$ cat src/hdl/sws_pkg.sv
// Package for the stack with search and remove.
// Holds the sizes, the operation and status codes and the cell control struct.
// No dependencies.
`default_nettype none

package sws_pkg;

    localparam int DEPTH      = 16;
    localparam int DATA_WIDTH = 32;
    localparam int VALUE_W    = 32;
    localparam int CNT_W      = $clog2(DEPTH + 1);
    localparam int POS_W      = $clog2(DEPTH);

    typedef enum logic [1:0] {
        FUNC_PUSH   = 2'd0,
        FUNC_POP    = 2'd1,
        FUNC_SEARCH = 2'd2,
        FUNC_REMOVE = 2'd3
    } func_t;

    typedef enum logic [1:0] {
        ST_OK       = 2'd0,
        ST_FULL     = 2'd1,
        ST_EMPTY    = 2'd2,
        ST_NOTFOUND = 2'd3
    } status_t;

    typedef struct packed {
        logic cmp_en;
        logic push;
        logic pop;
        logic remove;
    } cell_ctrl_t;

endpackage

`default_nettype wire

$ cat src/hdl/stack_with_search_and_remove.sv
// Top level of the stack with search and remove: control, count and result register.
// Builds the row of sws_cell instances. Depends on sws_pkg and sws_cell.
//
//   channel  ports                                                 direction
//   s_       s_valid s_ready s_func s_value                        in
//   m_       m_valid m_ready m_result_value m_found m_position     out
//            m_entry_count m_status
//
// Each beat has a compare step, in which every cell compares its word with the key,
// and a commit step, in which the cells shift and the result register loads.
// The commit step waits while a result is held and not taken; a new beat is
// accepted as soon as the previous one has reached the result register.
// Reset empties the stack at once; no clearing pass is needed.
`default_nettype none

module stack_with_search_and_remove
    import sws_pkg::*;
(
    input  wire logic               aclk,
    input  wire logic               aresetn,
    input  wire logic               s_valid,
    output logic                    s_ready,
    input  wire logic [1:0]         s_func,
    input  wire logic [VALUE_W-1:0] s_value,
    output logic                    m_valid,
    input  wire logic               m_ready,
    output logic [VALUE_W-1:0]      m_result_value,
    output logic                    m_found,
    output logic [3:0]              m_position,
    output logic [4:0]              m_entry_count,
    output logic [1:0]              m_status
);

    logic                  busy_reg;
    logic                  busy_next;
    func_t                 func_reg;
    logic [DATA_WIDTH-1:0] key_reg;
    logic [CNT_W-1:0]      count_reg;
    logic [CNT_W-1:0]      count_next;
    logic                  m_valid_reg;
    logic                  m_valid_next;
    logic [VALUE_W-1:0]    m_result_value_reg;
    logic                  m_found_reg;
    logic [POS_W-1:0]      m_position_reg;
    logic [CNT_W-1:0]      m_entry_count_reg;
    status_t               m_status_reg;

    cell_ctrl_t            ctrl;
    logic                  accept;
    logic                  commit;
    logic                  full;
    logic                  empty;
    logic                  found;
    logic                  matched;
    logic [POS_W-1:0]      position;
    logic [VALUE_W-1:0]    result_value;
    status_t               status;

    logic [DEPTH-1:0]      occ;
    logic [DEPTH:0]        hit;
    logic [DEPTH-1:0]      first;
    logic [DATA_WIDTH-1:0] cell_data [DEPTH];

    assign accept  = s_valid && s_ready;
    assign commit  = busy_reg && (!m_valid_reg || m_ready);
    assign full    = (count_reg == CNT_W'(DEPTH));
    assign empty   = (count_reg == '0);
    assign found   = hit[DEPTH];
    assign matched = found && (func_reg inside {FUNC_SEARCH, FUNC_REMOVE});
    assign hit[0]  = 1'b0;

    assign ctrl.cmp_en = accept;
    assign ctrl.push   = commit && (func_reg == FUNC_PUSH) && !full;
    assign ctrl.pop    = commit && (func_reg == FUNC_POP) && !empty;
    assign ctrl.remove = commit && (func_reg == FUNC_REMOVE) && found;

    for (genvar i = 0; i < DEPTH; i++) begin : g_cell
        logic [DATA_WIDTH-1:0] above;
        logic [DATA_WIDTH-1:0] below;

        assign occ[i] = (count_reg > CNT_W'(i));

        if (i == 0) begin : g_top
            assign above = key_reg;
        end else begin : g_mid
            assign above = cell_data[i-1];
        end

        if (i == DEPTH - 1) begin : g_bottom
            assign below = cell_data[i];
        end else begin : g_upper
            assign below = cell_data[i+1];
        end

        sws_cell u_cell (
            .aclk       (aclk),
            .ctrl       (ctrl),
            .cmp_key    (s_value[DATA_WIDTH-1:0]),
            .occupied   (occ[i]),
            .data_above (above),
            .data_below (below),
            .hit_in     (hit[i]),
            .hit_out    (hit[i+1]),
            .first      (first[i]),
            .data       (cell_data[i])
        );
    end

    always_comb begin
        position = '0;
        for (int i = 0; i < DEPTH; i++) begin
            position = position | (first[i] ? POS_W'(i) : '0);
        end
    end

    always_comb begin
        busy_next    = busy_reg;
        count_next   = count_reg;
        m_valid_next = m_valid_reg;
        result_value = '0;
        status       = ST_OK;
        if (m_valid_reg && m_ready) begin
            m_valid_next = 1'b0;
        end
        if (commit) begin
            busy_next    = 1'b0;
            m_valid_next = 1'b1;
            case (func_reg)
                FUNC_PUSH: begin
                    if (full) begin
                        status = ST_FULL;
                    end else begin
                        count_next = count_reg + 1'b1;
                    end
                end
                FUNC_POP: begin
                    if (empty) begin
                        status = ST_EMPTY;
                    end else begin
                        count_next   = count_reg - 1'b1;
                        result_value = VALUE_W'(signed'(cell_data[0]));
                    end
                end
                FUNC_SEARCH: begin
                    if (!found) begin
                        status = ST_NOTFOUND;
                    end
                end
                FUNC_REMOVE: begin
                    if (!found) begin
                        status = ST_NOTFOUND;
                    end else begin
                        count_next = count_reg - 1'b1;
                    end
                end
                default: begin
                    status = ST_OK;
                end
            endcase
        end
        if (accept) begin
            busy_next = 1'b1;
        end
    end

    always_ff @(posedge aclk) begin
        if (!aresetn) begin
            busy_reg    <= 1'b0;
            count_reg   <= '0;
            m_valid_reg <= 1'b0;
        end else begin
            busy_reg    <= busy_next;
            count_reg   <= count_next;
            m_valid_reg <= m_valid_next;
        end
    end

    always_ff @(posedge aclk) begin
        if (accept) begin
            func_reg <= func_t'(s_func);
            key_reg  <= s_value[DATA_WIDTH-1:0];
        end
        if (commit) begin
            m_result_value_reg <= result_value;
            m_found_reg        <= matched;
            m_position_reg     <= matched ? position : '0;
            m_entry_count_reg  <= count_next;
            m_status_reg       <= status;
        end
    end

    assign s_ready        = !busy_reg;
    assign m_valid        = m_valid_reg;
    assign m_result_value = m_result_value_reg;
    assign m_found        = m_found_reg;
    assign m_position     = m_position_reg;
    assign m_entry_count  = m_entry_count_reg;
    assign m_status       = m_status_reg;

`ifndef SYNTHESIS
    a_count_bound: assert property (@(posedge aclk) disable iff (!aresetn)
        count_reg <= CNT_W'(DEPTH))
        else $error("Entry count exceeds the stack depth.");

    a_accept_busy: assert property (@(posedge aclk) disable iff (!aresetn)
        accept |=> busy_reg)
        else $error("Accepted beat did not start processing.");

    a_push_count: assert property (@(posedge aclk) disable iff (!aresetn)
        ctrl.push |=> count_reg == $past(count_reg) + 1'b1)
        else $error("Push did not raise the entry count by one.");

    a_first_onehot: assert property (@(posedge aclk) disable iff (!aresetn)
        busy_reg |-> $onehot0(first))
        else $error("More than one cell claims the first match.");

    a_found_pos: assert property (@(posedge aclk) disable iff (!aresetn)
        (m_valid_reg && m_found_reg) |-> (CNT_W'(m_position_reg) <= m_entry_count_reg))
        else $error("Match position lies beyond the stack contents.");
`endif

endmodule

`default_nettype wire

$ cat src/hdl/sws_cell.sv
// One storage cell of the stack chain; cell 0 is the top of the stack.
// Holds a word, compares it with the key and shifts with its neighbours.
// Depends on sws_pkg.
`default_nettype none

module sws_cell
    import sws_pkg::*;
(
    input  wire logic                  aclk,
    input  wire cell_ctrl_t            ctrl,
    input  wire logic [DATA_WIDTH-1:0] cmp_key,
    input  wire logic                  occupied,
    input  wire logic [DATA_WIDTH-1:0] data_above,
    input  wire logic [DATA_WIDTH-1:0] data_below,
    input  wire logic                  hit_in,
    output logic                       hit_out,
    output logic                       first,
    output logic [DATA_WIDTH-1:0]      data
);

    logic [DATA_WIDTH-1:0] data_reg;
    logic [DATA_WIDTH-1:0] data_next;
    logic                  match_reg;

    assign hit_out = hit_in | match_reg;
    assign first   = match_reg & ~hit_in;
    assign data    = data_reg;

    always_comb begin
        data_next = data_reg;
        if (ctrl.push) begin
            data_next = data_above;
        end else if (ctrl.pop || (ctrl.remove && hit_out)) begin
            data_next = data_below;
        end
    end

    always_ff @(posedge aclk) begin
        data_reg <= data_next;
        if (ctrl.cmp_en) begin
            match_reg <= occupied && (data_reg == cmp_key);
        end
    end

endmodule

`default_nettype wire

$ cat config.mk
export PLATFORM = sky130hd
export DESIGN_NAME = stack_with_search_and_remove
export DESIGN_NICKNAME = d
export VERILOG_FILES = /design/src/hdl/sws_pkg.sv /design/src/hdl/stack_with_search_and_remove.sv /design/src/hdl/sws_cell.sv
export SDC_FILE = /design/constraint.sdc
export NUM_CORES = 1
export LEC_CHECK = 0
export BUFFER_PORTS_ARGS = -buffer_cell sky130_fd_sc_hd__buf_4
export CORE_MARGIN = 2
export CORE_UTILIZATION = 30
export CTS_CLUSTER_SIZE = 8
export DETAILED_ROUTE_END_ITERATION = 6
export GPL_ROUTABILITY_DRIVEN = 0
export SKIP_CTS_REPAIR_TIMING = 1
export SYNTH_ARGS = -nofsm -noshare
export SYNTH_HDL_FRONTEND = slang
export SYNTH_SLANG_ARGS = --single-unit
$ cat constraint.sdc
create_clock -name aclk -period 5.6 [get_ports aclk]
set_input_delay 1.12 -clock aclk [delete_from_list [all_inputs] [get_ports aclk]]
set_output_delay 1.12 -clock aclk [all_outputs]
set_load 0.005 [all_outputs]
==> run_results.csv <==
group,metric,value,unit
critical_path,worstPathArrival,4040,ps
clock_network,path_clk_slew,50,ps
timing,period_needed,3790,ps
floorplanning,initial_core_util,30.2,%
floorplanning,row_count,118,
clock_network,clockBufferDepth,3,
pwr,internal-power,0.00867,W
pwr,p_sw,0.00302,W
place,postPlaceCellArea,33300,sq um
timing,fin_skew,33.5,ps
route,route.met2.wl,43.2,mm
route,ant_nets,0,
clock_network,cts_tree,"done",
timing,fin_setup_tns,0,ps
critical_path,path_max_fanout,32,
clock_network,clk_latency,660,ps
outcome,status,"complete, no violations",
timing,rsz0062_at_grt,"false",
critical_path,endpoint_kind,"flip-flop",
pwr,peakVddDrop,217,uV
global_route,grt_pass1_vias,18966,
floorplanning,core-area,103000,sq um
place,dp_hpwl,66.9,mm
floorplanning,io_pins,84,
route,highest_layer,"met5",
synth,synth_edf_count,606,
critical_path,crit_type,"reg2reg",
synth,synth_top_area_share,58.4,%
synth,yosysWarnings,0,
timing,finalHoldViolCount,0,
pwr,p_comb_share,10.9,%
route,first_pass_iters,6,
pwr,pwr-share-seq,48.7,%
finish,fin_nets,2237,
synth,ys_types,52,
pwr,total_power,0.0117,W
synth,seq_area_frac_synth,58.9,%
synth,synth_top_area_cell,"edfxtp_1",
finish,final_cells,3589,
route,wl_met3,7.37,mm
timing,post-route-period-util,67.7,%
floorplanning,dieArea,106000,sq um
synth,netlist_instances,2132,
synth,ys_async_sr_fraction,0,%
synth,avgSynthCellArea,14.6,sq um
synth,netlist_area,31200,sq um
pwr,p_leak,11.5,nW
timing,fmaxAchievable,0.264,GHz
pwr,power-per-cell-area,328,nW/um^2
route,vias_per_cell,5.11,
route,drc,0,
finish,final_util,34.5,%
global_route,globalRouteOverflowTotal,0,
critical_path,startpoint_type,"flip-flop",
global_route,grt_pass1_wl,134,mm
run,drv_cap,0,
finish,layout-drive-gt1-share,31.5,%
clock_network,cts_buffers,86,
synth,ys_top_cells_by_area,"edfxtp_1, mux2_2, xor2_1",
global_route,grt_start_max_net_pins,130,
timing,worstMarginPinSlew,1230,ps
pwr,pwr-share-clk,40.4,%
timing,slew_headroom,17.7,%
synth,ys_seq_elements,613,
route,met1_length,39.7,mm
route,routed_wl,91.9,mm
global_route,antenna_found_initial,6,
finish,final_common_cell,"edfxtp_1",
finish,mostFrequentLayoutCells,"edfxtp_1, mux2_2, xor2_1",
synth,synth_ff_type,"edfxtp_1",
finish,largest_reg_flops,512,
route,vias,18328,
floorplanning,fp.dieH,326,um
floorplanning,die_width,326,um
finish,fin_area,35600,sq um
clock_network,cts_sinks,613,
route,wl_per_cell,25.6,um
place,port_buffers,83,
critical_path,cp.required,5860,ps
clock_network,htreeDepth,3,
clock_network,root_buffer,"clkbuf_16",
timing,finalSetupViolCount,0,
synth,syn_nets,2175,
timing,drv_slew,0,
worst_hold_path,hold_class,"reg2reg",
pwr,sw_frac_of_total,25.8,%
finish,syn2layout_area_growth,14.3,%
global_route,track_usage,16.9,%
place,dp.cells,3486,
route,drt-initial-drc-count,1937,
-- per-layer routing --
| metal | vias to the layer above | GRT usage (%) |
|---|---|---|
| met5 | - | 0 |
| met4 | 4 | 4.11 |
| met3 | 104 | 3.74 |
| met2 | 705 | 27.2 |
| met1 | 9457 | 23.1 |
| li1 | 8058 | - |
-- cell type report --
class	count	area (sq um)
fillers	9871	67600
flip-flops and latches	613	18300
multi-input cells	1372	12300
clock buffers	94	2180
well taps	1380	1730
repair buffers	104	831
clock inverters	8	155
inverters	17	63.8
diodes	1	2.50
-- cells in the mapped netlist, drive strengths merged, types with 18 or more instances --
library cell    n
edfxtp        606
mux2          477
xor2          344
xnor2         168
nor4          104
clkbuf         66
buf            64
nand4          60
and2           35
o21ai          26
nor2           24
nand2          19
nor3           18
-- worst paths after layout --
path                                                start  slack [ps]  cells past startpoint                        end
worst max register to register                func_reg[0]        1810                      4   g_cell[2].u_cell.data[0]
worst min-delay path            g_cell[14].u_cell.data[6]         500                      0  g_cell[15].u_cell.data[6]
worst max-delay path                          func_reg[0]        1810                      4   g_cell[2].u_cell.data[0]
worst min register to register  g_cell[14].u_cell.data[6]         500                      0  g_cell[15].u_cell.data[6]
-- cell families after synthesis --
family	share of synthesized area [%]
buffers and inverters	1.98
DFF	58.9
xor gates and xnor gates	14.4
adders and majority gates	0.201
muxes	17.3
AOI/OAI and AO/OA	1.48
and+or+nand+nor	5.78
-- power by group through the flow --
stage	combinational (W)	sequential, W	clock [W]
2_1_floorplan	0.000830	0.00566	0
3_3_place_gp	0.00122	0.00577	0
3_5_place_dp	0.00125	0.00578	0
4_1_cts	0.00125	0.00570	0.00482
5_1_grt	0.00135	0.00572	0.00499
6_report	0.00127	0.00569	0.00472
-- worst max-delay path, cell delays in order, from the launching register on --
cell,delay [ps]
edfxtp_1,770
nand2_1,290
or3_1,630
nand2b_1,570
o21ai_4,1070
-- stage by stage --
stage,hold WS [ps],setup slack [ps]
6_report,498,1810
5_1_grt,510,1560
4_1_cts,495,1830
3_5_place_dp,490,1560
3_3_place_gp,476,1620
2_1_floorplan,467,935
No activity file was read; power rests on OpenSTA's default activity.
